## src/hdl/fptd_pkg.sv

```systemverilog
// Package for the force press toggle detector: widths, register map, reset values, queue depth.
// No dependencies.
package fptd_pkg;

    // Threshold and register widths
    localparam int THR_W = 16;
    localparam int CFG_W = 16;
    localparam int CFG_IDX_W = 1;

    // Register map
    typedef enum logic [CFG_IDX_W-1:0] {
        CFG_DELTA_THRESHOLD = 1'b0,
        CFG_OFFSET_PERIOD   = 1'b1
    } cfg_reg_t;

    localparam logic [CFG_W-1:0] DELTA_RESET  = 16'd1000;
    localparam logic [CFG_W-1:0] PERIOD_RESET = 16'd100;

    // Queue between threshold pipeline and state update
    localparam int QUEUE_DEPTH = 2;
    localparam int QUEUE_PTR_W = $clog2(QUEUE_DEPTH);
    localparam int QUEUE_CNT_W = $clog2(QUEUE_DEPTH + 1);

endpackage

```

## src/hdl/fptd_queue.sv

```systemverilog
// Short flop-based item queue between the threshold pipeline and the state update.
// Depends on fptd_pkg (depth constants).
module fptd_queue
    import fptd_pkg::*;
#(
    parameter int W = 28
)
(
    input  logic         clk,
    input  logic         rst_n,
    input  logic         in_valid,
    output logic         in_ready,
    input  logic [W-1:0] in_data,
    output logic         out_valid,
    input  logic         out_ready,
    output logic [W-1:0] out_data
);

    logic [W-1:0]           data_reg [QUEUE_DEPTH];
    logic [QUEUE_PTR_W-1:0] wr_ptr_reg;
    logic [QUEUE_PTR_W-1:0] rd_ptr_reg;
    logic [QUEUE_CNT_W-1:0] count_reg;
    logic                   push;
    logic                   pop;

    assign in_ready  = (count_reg != QUEUE_CNT_W'(QUEUE_DEPTH));
    assign out_valid = (count_reg != '0);
    assign out_data  = data_reg[rd_ptr_reg];
    assign push      = in_valid && in_ready;
    assign pop       = out_valid && out_ready;

    // Advance pointers and fill count
    always_ff @(posedge clk or negedge rst_n)
    begin
        if (!rst_n)
        begin
            wr_ptr_reg <= '0;
            rd_ptr_reg <= '0;
            count_reg  <= '0;
        end
        else
        begin
            if (push)
            begin
                wr_ptr_reg <= wr_ptr_reg + 1'b1;
            end
            if (pop)
            begin
                rd_ptr_reg <= rd_ptr_reg + 1'b1;
            end
            if (push && !pop)
            begin
                count_reg <= count_reg + 1'b1;
            end
            else if (pop && !push)
            begin
                count_reg <= count_reg - 1'b1;
            end
        end
    end

    // Store the incoming item
    always_ff @(posedge clk)
    begin
        if (push)
        begin
            data_reg[wr_ptr_reg] <= in_data;
        end
    end

endmodule

```

## src/hdl/fptd_front.sv

```systemverilog
// Front part: accepts samples and works out the threshold in a three-stage pipeline
// (numerator multiply, reciprocal multiply in two halves, then sum and shift).
// Depends on fptd_pkg.
module fptd_front
    import fptd_pkg::*;
#(
    parameter int SAMPLE_BITS = 12
)
(
    input  logic                   clk,
    input  logic                   rst_n,
    input  logic [CFG_W-1:0]       delta,
    input  logic                   in_valid,
    output logic                   in_ready,
    input  logic [SAMPLE_BITS-1:0] sample,
    output logic                   out_valid,
    input  logic                   out_ready,
    output logic [SAMPLE_BITS-1:0] out_sample,
    output logic [THR_W-1:0]       out_threshold
);

    localparam int FULL_SCALE = (1 << SAMPLE_BITS) - 1;
    localparam int DIVISOR    = 10 * FULL_SCALE;
    localparam int MULT_W     = $clog2(DIVISOR + 1);
    localparam int NUM_W      = THR_W + MULT_W;
    localparam int SHIFT      = NUM_W + MULT_W;
    localparam int RECIP_W    = NUM_W + 1;
    localparam int LO_W       = RECIP_W / 2;
    localparam int HI_W       = RECIP_W - LO_W;
    localparam int PLO_W      = NUM_W + LO_W;
    localparam int PHI_W      = NUM_W + HI_W;
    localparam int PROD_W     = NUM_W + RECIP_W;
    localparam int STAGES     = 3;

    // Reciprocal of the divisor rounded up; exact for every numerator below 2^NUM_W
    localparam longint unsigned RECIP_FULL =
        ((64'd1 << SHIFT) + 64'(DIVISOR) - 64'd1) / 64'(DIVISOR);
    localparam logic [RECIP_W-1:0] RECIP    = RECIP_W'(RECIP_FULL);
    localparam logic [LO_W-1:0]    RECIP_LO = RECIP[LO_W-1:0];
    localparam logic [HI_W-1:0]    RECIP_HI = RECIP[RECIP_W-1:LO_W];

    logic [STAGES-1:0]      valid_reg;
    logic [NUM_W-1:0]       num_reg;
    logic [PLO_W-1:0]       plo_reg;
    logic [PHI_W-1:0]       phi_reg;
    logic [THR_W-1:0]       thr_reg;
    logic [SAMPLE_BITS-1:0] smp_reg [0:STAGES-1];
    logic [MULT_W-1:0]      scale;
    logic [NUM_W-1:0]       num_next;
    logic [PLO_W-1:0]       plo_next;
    logic [PHI_W-1:0]       phi_next;
    logic [PROD_W-1:0]      prod;
    logic                   advance;

    // Stall the whole pipeline only when the last stage cannot leave
    assign advance       = !valid_reg[STAGES-1] || out_ready;
    assign in_ready      = advance;
    assign out_valid     = valid_reg[STAGES-1];
    assign out_sample    = smp_reg[STAGES-1];
    assign out_threshold = thr_reg;

    // Numerator: delta * (full scale + 9 * sample)
    assign scale    = MULT_W'(FULL_SCALE) + (MULT_W'(sample) << 3) + MULT_W'(sample);
    assign num_next = NUM_W'(delta) * NUM_W'(scale);

    // Multiply by the reciprocal, low and high halves side by side
    assign plo_next = PLO_W'(num_reg) * PLO_W'(RECIP_LO);
    assign phi_next = PHI_W'(num_reg) * PHI_W'(RECIP_HI);

    // Recombine the halves; the quotient sits above the shift
    assign prod = (PROD_W'(phi_reg) << LO_W) + PROD_W'(plo_reg);

    // Advance stage valid bits
    always_ff @(posedge clk or negedge rst_n)
    begin
        if (!rst_n)
        begin
            valid_reg <= '0;
        end
        else if (advance)
        begin
            valid_reg <= {valid_reg[STAGES-2:0], in_valid};
        end
    end

    // Advance stage payloads
    always_ff @(posedge clk)
    begin
        if (advance)
        begin
            num_reg    <= num_next;
            plo_reg    <= plo_next;
            phi_reg    <= phi_next;
            thr_reg    <= prod[SHIFT +: THR_W];
            smp_reg[0] <= sample;
            for (int i = 1; i < STAGES; i++)
            begin
                smp_reg[i] <= smp_reg[i-1];
            end
        end
    end

endmodule

```

## src/hdl/fptd_back.sv

```systemverilog
// Back part: press and toggle state update, offset reload and the result register.
// Depends on fptd_pkg.
module fptd_back
    import fptd_pkg::*;
#(
    parameter int SAMPLE_BITS = 12
)
(
    input  logic                   clk,
    input  logic                   rst_n,
    input  logic [CFG_W-1:0]       offset_period,
    input  logic                   in_valid,
    output logic                   in_ready,
    input  logic [SAMPLE_BITS-1:0] in_sample,
    input  logic [THR_W-1:0]       in_threshold,
    output logic                   out_valid,
    input  logic                   out_ready,
    output logic                   closing,
    output logic                   pressed,
    output logic                   below_threshold,
    output logic [THR_W-1:0]       threshold
);

    localparam int CMP_W = ((SAMPLE_BITS > THR_W) ? SAMPLE_BITS : THR_W) + 2;

    logic                   seeded_reg,    seeded_next;
    logic [SAMPLE_BITS-1:0] offset_reg,    offset_next;
    logic [CFG_W-1:0]       count_reg,     count_next;
    logic                   armed_reg,     armed_next;
    logic                   flag_reg,      flag_next;
    logic                   action_reg,    action_next;
    logic                   out_valid_reg, out_valid_next;
    logic                   below_reg,     below_next;
    logic [THR_W-1:0]       thr_reg,       thr_next;
    logic                   pop;
    logic signed [CMP_W-1:0] drop;
    logic signed [CMP_W-1:0] thr_s;
    logic [CFG_W-1:0]       count_inc;

    assign pop       = in_valid && (!out_valid_reg || out_ready);
    assign in_ready  = !out_valid_reg || out_ready;
    assign drop      = $signed(CMP_W'(offset_reg)) - $signed(CMP_W'(in_sample));
    assign thr_s     = $signed(CMP_W'(in_threshold));
    assign count_inc = count_reg + 1'b1;

    assign out_valid       = out_valid_reg;
    assign closing         = action_reg;
    assign pressed         = flag_reg;
    assign below_threshold = below_reg;
    assign threshold       = thr_reg;

    // Work out the next state for a popped item
    always_comb
    begin
        seeded_next    = seeded_reg;
        offset_next    = offset_reg;
        count_next     = count_reg;
        armed_next     = armed_reg;
        flag_next      = flag_reg;
        action_next    = action_reg;
        below_next     = below_reg;
        thr_next       = thr_reg;
        out_valid_next = out_valid_reg && !out_ready;

        if (pop)
        begin
            out_valid_next = 1'b1;
            if (!seeded_reg)
            begin
                // First item only seeds the offset
                offset_next = in_sample;
                count_next  = '0;
                seeded_next = 1'b1;
                below_next  = 1'b0;
                thr_next    = '0;
            end
            else
            begin
                thr_next   = in_threshold;
                below_next = (CMP_W'(in_sample) < CMP_W'(in_threshold));

                // Re-arm on a small drop, fire on a large one
                if (!armed_reg)
                begin
                    if (drop < thr_s)
                    begin
                        armed_next = 1'b1;
                        flag_next  = 1'b0;
                    end
                end
                else if (!flag_reg)
                begin
                    if (drop > thr_s)
                    begin
                        flag_next  = 1'b1;
                        armed_next = 1'b0;
                    end
                end

                // Reload the offset once per period
                if (count_inc >= offset_period)
                begin
                    offset_next = in_sample;
                    count_next  = '0;
                end
                else
                begin
                    count_next = count_inc;
                end

                // Toggle the action on a new press
                if (flag_next && !flag_reg)
                begin
                    action_next = !action_reg;
                end
            end
        end
    end

    // Hold control state
    always_ff @(posedge clk or negedge rst_n)
    begin
        if (!rst_n)
        begin
            seeded_reg    <= 1'b0;
            offset_reg    <= '0;
            count_reg     <= '0;
            armed_reg     <= 1'b1;
            flag_reg      <= 1'b0;
            action_reg    <= 1'b0;
            out_valid_reg <= 1'b0;
        end
        else
        begin
            seeded_reg    <= seeded_next;
            offset_reg    <= offset_next;
            count_reg     <= count_next;
            armed_reg     <= armed_next;
            flag_reg      <= flag_next;
            action_reg    <= action_next;
            out_valid_reg <= out_valid_next;
        end
    end

    // Hold result payload
    always_ff @(posedge clk)
    begin
        below_reg <= below_next;
        thr_reg   <= thr_next;
    end

endmodule

```

## src/hdl/force_press_toggle_detector.sv

```systemverilog
// Top level of the force press toggle detector: configuration registers and the
// front pipeline, item queue and back state update. Depends on fptd_pkg and the fptd_* modules.
//
//  channel | handshake           | payload
//  --------+---------------------+---------------------------------------------
//  in      | in_valid/in_ready   | sample
//  out     | out_valid/out_ready | closing, pressed, below_threshold, threshold
//  cfg     | cfg_wr_en           | cfg_index, cfg_data
//
// One item per cycle sustained while the output is not stalled; from acceptance to result an item
// passes the 3-stage threshold pipeline (multiply, reciprocal multiply, sum), one queue slot
// and the result register.
// Asynchronous active-low reset resets all control state and loads the register defaults.
// A stalled result holds in the output register; the queue lets the pipeline keep
// filling until it is full, and only then is in_ready dropped.
module force_press_toggle_detector
    import fptd_pkg::*;
#(
    parameter int SAMPLE_BITS = 12
)
(
    input  logic                   clk,
    input  logic                   rst_n,
    input  logic                   in_valid,
    output logic                   in_ready,
    input  logic [SAMPLE_BITS-1:0] sample,
    output logic                   out_valid,
    input  logic                   out_ready,
    output logic                   closing,
    output logic                   pressed,
    output logic                   below_threshold,
    output logic [THR_W-1:0]       threshold,
    input  logic                   cfg_wr_en,
    input  logic [CFG_IDX_W-1:0]   cfg_index,
    input  logic [CFG_W-1:0]       cfg_data
);

    localparam int ITEM_W = SAMPLE_BITS + THR_W;

    logic [CFG_W-1:0]       delta_reg;
    logic [CFG_W-1:0]       period_reg;
    logic                   fr_valid;
    logic                   fr_ready;
    logic [SAMPLE_BITS-1:0] fr_sample;
    logic [THR_W-1:0]       fr_thr;
    logic                   bk_valid;
    logic                   bk_ready;
    logic [ITEM_W-1:0]      bk_data;

    // Write configuration registers
    always_ff @(posedge clk or negedge rst_n)
    begin
        if (!rst_n)
        begin
            delta_reg  <= DELTA_RESET;
            period_reg <= PERIOD_RESET;
        end
        else if (cfg_wr_en)
        begin
            unique case (cfg_reg_t'(cfg_index))
                CFG_DELTA_THRESHOLD: delta_reg  <= cfg_data;
                CFG_OFFSET_PERIOD:   period_reg <= cfg_data;
            endcase
        end
    end

    fptd_front #(
        .SAMPLE_BITS (SAMPLE_BITS)
    ) u_front (
        .clk           (clk),
        .rst_n         (rst_n),
        .delta         (delta_reg),
        .in_valid      (in_valid),
        .in_ready      (in_ready),
        .sample        (sample),
        .out_valid     (fr_valid),
        .out_ready     (fr_ready),
        .out_sample    (fr_sample),
        .out_threshold (fr_thr)
    );

    fptd_queue #(
        .W (ITEM_W)
    ) u_queue (
        .clk       (clk),
        .rst_n     (rst_n),
        .in_valid  (fr_valid),
        .in_ready  (fr_ready),
        .in_data   ({fr_sample, fr_thr}),
        .out_valid (bk_valid),
        .out_ready (bk_ready),
        .out_data  (bk_data)
    );

    fptd_back #(
        .SAMPLE_BITS (SAMPLE_BITS)
    ) u_back (
        .clk             (clk),
        .rst_n           (rst_n),
        .offset_period   (period_reg),
        .in_valid        (bk_valid),
        .in_ready        (bk_ready),
        .in_sample       (bk_data[ITEM_W-1:THR_W]),
        .in_threshold    (bk_data[THR_W-1:0]),
        .out_valid       (out_valid),
        .out_ready       (out_ready),
        .closing         (closing),
        .pressed         (pressed),
        .below_threshold (below_threshold),
        .threshold       (threshold)
    );

endmodule

```

## config.mk

```make
export PLATFORM = sky130hd
export DESIGN_NAME = force_press_toggle_detector
export DESIGN_NICKNAME = d
export VERILOG_FILES = /design/src/hdl/fptd_pkg.sv /design/src/hdl/fptd_queue.sv /design/src/hdl/fptd_front.sv /design/src/hdl/fptd_back.sv /design/src/hdl/force_press_toggle_detector.sv
export SDC_FILE = /design/constraint.sdc
export NUM_CORES = 2
export LEC_CHECK = 0
export ABC_AREA = 1
export BUFFER_PORTS_ARGS = -buffer_cell sky130_fd_sc_hd__buf_4
export CAP_MARGIN = 20
export CORE_ASPECT_RATIO = 1.1
export CORE_MARGIN = 10
export CORE_UTILIZATION = 40
export DETAILED_ROUTE_END_ITERATION = 16
export SYNTH_ARGS = -nofsm -noshare
export SYNTH_HDL_FRONTEND = slang
export SYNTH_SLANG_ARGS = --single-unit
```

## constraint.sdc

```tcl
create_clock -name clk -period 7.9 [get_ports clk]
set_input_delay 1.58 -clock clk [delete_from_list [all_inputs] [get_ports clk]]
set_output_delay 1.58 -clock clk [all_outputs]
set_load 0.02 [all_outputs]
```

After elaboration in Yosys (flattened, before gate mapping)
Memories as Yosys holds them, arrays and structs flattened.
Index checks and enable logic that the tools add are counted.
{"block": "word_totals", "reg_bits": 231, "ramBits": 92, "inputBits": 34, "output_inout_bits": 21, "wordCells": 83, "n_memories": 2}
{"memory": "u_queue.data_reg", "words": 2, "word_bits": 28, "rd": 1, "rd_clocked_by_memory_dff": 0, "wr": 1, "line": "fptd_queue.sv:19", "source": "logic [W-1:0] data_reg [QUEUE_DEPTH];"}
{"memory": "u_front.smp_reg", "words": 3, "word_bits": 12, "rd": 3, "rd_clocked_by_memory_dff": 0, "wr": 3, "line": "fptd_front.sv:47", "source": "logic [SAMPLE_BITS-1:0] smp_reg [0:STAGES-1];"}
{"block": "op_classes", "add_sub_neg": 9, "mul": 3, "n_lt_le_gt_ge": 4, "eq_ne": 2, "mux": 21, "bitwise": 1, "reduce_logical": 22}
{"cell": "$add 64x46->64", "n": 1}
{"cell": "$mul 32x17->48 const B", "n": 1}
{"cell": "$mul 32x14->46 const B", "n": 1}
{"cell": "$mul 16x16->32", "n": 1}
{"cell": "$mux 16", "n": 2}
{"cell": "$mux 12", "n": 2}
{"cell": "$gt 18x17->1", "n": 1}
{"cell": "$lt 18x17->1", "n": 1}
{"cell": "$add 12x15->16 const A", "n": 1}
{"cell": "$add 16x1->16 const B", "n": 1}
{"cell": "$add 16x12->16", "n": 1}
{"cell": "$ge 16x16->1", "n": 1}
{"cell": "$lt 12x16->1", "n": 1}
{"cell": "$mux 1", "n": 15}
{"cell": "$sub 12x12->13", "n": 1}
{"cell": "$reduce_and 2->1", "n": 4}
{"cell": "$logic_not 1->1", "n": 7}
{"cell": "$logic_and 1x1->1", "n": 6}
{"cell": "$mux 2", "n": 2}
{"cell": "$ne 2x2->1 const B", "n": 2}
{"cell": "$reduce_bool 2->1", "n": 2}
{"cell": "$reduce_and 3->1", "n": 1}
{"cell": "$add 1x1->1 const B", "n": 2}
{"cell": "$add 2x1->2 const B", "n": 1}
{"cell": "3 further kinds", "n": 4}

Depth between registers and ports, before layout
An unclocked memory read counts as a cell.
{"block": "depth", "word_depth": 10, "ltp_mapped": 36, "mapped_depth_nobuf": 35}

Modules after synthesis
From an unflattened synthesis, not the netlist that was laid out.
{"block": "unflattened", "cells_unflattened": 5534, "area_unflattened_um2": 44346.3}
{"module": "fptd_front", "instances": 1, "cells_per_inst": 4723, "area_per_inst_um2": 36850.3, "seq_area_each_um2": 4939.7}
{"module": "fptd_back", "instances": 1, "cells_per_inst": 496, "area_per_inst_um2": 3902.5, "seq_area_each_um2": 1337.5}
{"module": "fptd_queue", "instances": 1, "cells_per_inst": 175, "area_per_inst_um2": 2262.2, "seq_area_each_um2": 1781.7}
{"module": "force_press_toggle_detector", "instances": 1, "cells_per_inst": 140, "area_per_inst_um2": 1331.3, "seq_area_each_um2": 812.0}

Worst setup path before layout
OpenSTA, ideal clock, no wires.
{"block": "synth_path", "path_type": "input -> register", "start": "in sample[0]", "end": "reg u_front.num_reg[27] (data pin)", "setup_ns": 0.252, "arrival_time_ns": 7.996, "t_required_ns": 7.648, "slack_ns": -0.349, "cell_stages": 34, "path_buffers": 2, "cell_sequence": "clkbuf_1 clkinv_1 ha_1 inv_1 ha_1 nand3_1 nand2_1 a21oi_1 o21ai_1 or2_0 nand2_1 inv_2 buf_2 nand2_1 fa_1 inv_1 fa_1 inv_1 fa_1 inv_1 fa_1 fa_1 inv_1 fa_1 inv_1 ha_1 nand2_1 nor2_1 nand2_1 o21ai_1 a21o_1 nand2_1 nand3_1 nand2_1"}
{"block": "synth_via", "elab_chain_len": 3}
{"element": "from (decl)", "line": "force_press_toggle_detector.sv:26", "source": "input logic [SAMPLE_BITS-1:0] sample,"}
{"element": "$add 12x15->16", "line": "fptd_front.sv:63", "source": "assign scale = MULT_W'(FULL_SCALE) + (MULT_W'(sample) << 3) + MULT_W'(sample);"}
{"element": "$add 16x12->16 (*)", "line": "fptd_front.sv:63"}
{"element": "$mul 16x16->32 (*)", "line": "fptd_front.sv:64", "source": "assign num_next = NUM_W'(delta) * NUM_W'(scale);"}
{"element": "via u_front.num_next[27]", "line": "fptd_front.sv:49", "source": "logic [NUM_W-1:0] num_next;"}
{"element": "to (signal assigned)", "line": "fptd_front.sv:91", "source": "num_reg <= num_next;"}
{"element": "to (decl)", "line": "fptd_front.sv:43", "source": "logic [NUM_W-1:0] num_reg;"}
Mark *: on every way through the listed nets, which the timed path passes. The rest lies on a longest branch.
A chain may end at the register's enable or synchronous reset.

Final worst setup path
{"block": "layout_path", "start": "in sample[0]", "end": "reg u_front.num_reg[24] (data pin)"}
Same word-level chain as after synthesis.

==> impl_metrics.tcl <==
set metrics [dict create \
    cp-startpoint "sample[0]" \
    area.growth.synth_to_final_pct 11.6 \
    layout_min_cycle_time_ns 7.66 \
    fin_worst_hold_slack_ns 0.396 \
    netlist.area_leader.share_pct 27.7 \
    worstSetupEndpointType "register" \
    cp-start-kind "input pin" \
    max_slew.worst_pin.slew_ns 0.954 \
    drive_above_1_share_pct 8.54 \
    effective_utilization_at_floorplan_pct 40.5 \
    warning_count_from_the_yosys_run 0 \
    timing.critical_path.arrival_ns 7.97 \
    clock-skew-final_ns 0.0317 \
    avgRoutedWirePerCell_um 19.3 \
    synth.ff_latch_count 307 \
    drv_cap 0 \
    rsz_0062_raised_after_global_routing "yes" \
    worst_skew_pair.late_latency_ns 0.56 \
    route.vias.total 32400 \
    cts_htree_levels 2 \
    clkSinkCount 307 \
    number_of_buffers_created_by_cts 36 \
    final_min_period_over_clock_period_pct 96.9 \
    die-height_um 361 \
    ys_dominant_reg_cell "sky130_fd_sc_hd__edfxtp_1" \
    clk_path_buf_depth 3 \
    row_count 124 \
    fin_area_um2 47100 \
    run_status "finished, final reports clean" \
    fillers 10300 \
    grt_pass1_vias 33800 \
    antenna_cells_inserted 0 \
    finalHoldViolCount 0 \
    design.die.area_um2 119000 \
    slew_headroom_pct 35.7 \
    drc 0 \
    clock_tree_from_tritoncts "built" \
    cts.clk_slew.worst_paths_ns 0.06 \
    dp_hpwl_um 108000 \
    synth_commonest_cells "sky130_fd_sc_hd__inv_1, sky130_fd_sc_hd__nand2_1, sky130_fd_sc_hd__fa_1" \
    slew_violations 0 \
    crit_slowest_cell "sky130_fd_sc_hd__fa_1" \
    worst_ep_required_time_ns 8.21 \
    cpMostUsedCell "sky130_fd_sc_hd__fa_1" \
    layout_setup_ws_ns 0.243 \
    dpl_worst_slack_ns -0.414 \
    place.gp.congestion 0.967 \
    grt-ovfl-total 0 \
    antenna_left 0 \
    async_flop_share_pct 23.5 \
    finalSetupViolations 0 \
    die_width_um 330 \
    totalWireLength_um 124000 \
    ios 55 \
    synth.distinct_cells 60 \
    post_synth.cell_area_avg_um2 8.83 \
    synthCells 4775 \
    count_of_flip_flops_with_a_built_in_enable_after_synthesis 235 \
    grt_max_degree 139 \
    synth.area.top_cells "sky130_fd_sc_hd__fa_1, sky130_fd_sc_hd__edfxtp_1, sky130_fd_sc_hd__ha_1" \
    cts_hold_buffers 0 \
    grt_first_pass_wirelength_um 192000 \
    netlist_area_um2 42200 \
    holdCritStartpoint "u_front.smp_reg[0][20]" \
    worst_path_largest_cell_delay_ns 0.53 \
    rr_startpoint "u_front.num_reg[18]" \
    setup_cp_type "in -> reg" \
    floorplan_core_area_um2 104000 \
    finish.net_count 6145 \
    post-route-util_pct 45.2 \
    sequential_fraction_of_the_synthesis_area_pct 21.0 \
    cp_max_fo 8 \
    clock-root-buffer "sky130_fd_sc_hd__clkbuf_16" \
    synth_top_area_cell "sky130_fd_sc_hd__fa_1" \
    hold_class "reg -> reg" \
    drt_iter0_drc 1802 \
    detailedRoute.firstPassIterationCount 6 \
    placed_area_um2 45600 \
    clock.fmax_ghz 0.131 \
    port-buffer-count 54 \
    largest_register_ffs 56 \
    routed_via_density 5.04 \
    syn-num-nets 5912 \
    all_layer_gr_usage_pct 20.8 \
    antenna_found_initial 4 \
    synthMostInstantiatedCell "sky130_fd_sc_hd__inv_1" \
]
cells in the final DEF (no fill, tap or decap), types with 11 or more instances in the layout:
cell type and n:
sky130_fd_sc_hd__a21boi_0 11, sky130_fd_sc_hd__a21o_1 20, sky130_fd_sc_hd__a21oi_1 215, sky130_fd_sc_hd__a31oi_1 16
sky130_fd_sc_hd__buf_4 237, sky130_fd_sc_hd__clkbuf_16 36, sky130_fd_sc_hd__dfrtp_1 62, sky130_fd_sc_hd__edfxtp_1 235
sky130_fd_sc_hd__fa_1 582, sky130_fd_sc_hd__ha_1 506, sky130_fd_sc_hd__inv_1 1157, sky130_fd_sc_hd__mux2i_1 15
sky130_fd_sc_hd__nand2_1 670, sky130_fd_sc_hd__nand3_1 185, sky130_fd_sc_hd__nand4_1 36, sky130_fd_sc_hd__nor2_1 427
sky130_fd_sc_hd__nor3_1 31, sky130_fd_sc_hd__o21a_1 11, sky130_fd_sc_hd__o21ai_0 198, sky130_fd_sc_hd__o21bai_1 22
sky130_fd_sc_hd__o22ai_1 14, sky130_fd_sc_hd__or2_2 20, sky130_fd_sc_hd__xnor2_1 34, sky130_fd_sc_hd__xor2_1 99
path summary, 6_finish.rpt:
check                      depth (start not counted)  slack (ns)                endpoint
setup / recovery                                  32        0.24     u_front.num_reg[24]
hold / removal                                     0        0.40  u_front.smp_reg[0][32]
setup reg to reg                                  16        1.18     u_front.plo_reg[42]
hold reg to reg                                    0        0.40  u_front.smp_reg[0][32]
max in group asynchronous                          1        6.10           delta_reg[15]
min in group asynchronous                          1        1.17          u_back.pressed
area by class of cell:
cell class	instances	area, um2	share of cell area, %
timing repair buffer	244	1910	4.06
clock buffer	43	927	1.97
multi-input combinational	3246	29000	61.5
tap	1386	1730	3.68
sequential	307	8870	18.8
inverter	1173	4410	9.37
clock inverter	23	265	0.563
what timing repair did:
action,in CTS,in global routing
setup endpoints to repair,0,17
setup buffers,0,2
gates resized for setup,0,52
worst max-delay path, delay by kind of cell:
kind	cells	cell delay, ns
AO/OA/AOI/OAI	4	0.51
XOR/XNOR	1	0.14
adder cells (fa/ha/maj)	9	3.84
buffers and inverters	8	0.64
AND/OR/NAND/NOR	10	1.27
metrics by stage:
step | std cells | TNS [ns]
finish | 6422 | 0
global route | 6422 | -0.113
CTS | 6420 | 0
detailed placement | 6354 | -4.60
global placement | 6354 | -2.98
floorplan | 4775 | 0
logic make-up after synthesis:
logic type / count (synthesis) / share of synthesized area, %
AO/OA/AOI/OAI: 555 / 7.28
multiplexers: 16 / 0.383
XOR/XNOR: 133 / 2.76
AND/OR/NAND/NOR: 1439 / 14.5
flip-flops: 307 / 21.0
adder cells (fa/ha/maj): 1103 / 43.1
buffers and inverters: 1222 / 11.0
per-layer routing:
metal,vias to the layer above,GRT usage [%],wire length [um]
met5,-,0,23
li1,15400,-,-
met3,244,2.51,5610
met4,4,8.36,5610
met1,15900,26.3,52100
met2,799,35.7,60500
Power is left out: the tool's default activity adds up to more than one toggle a clock period on the data nets, which glitch-free logic cannot reach.
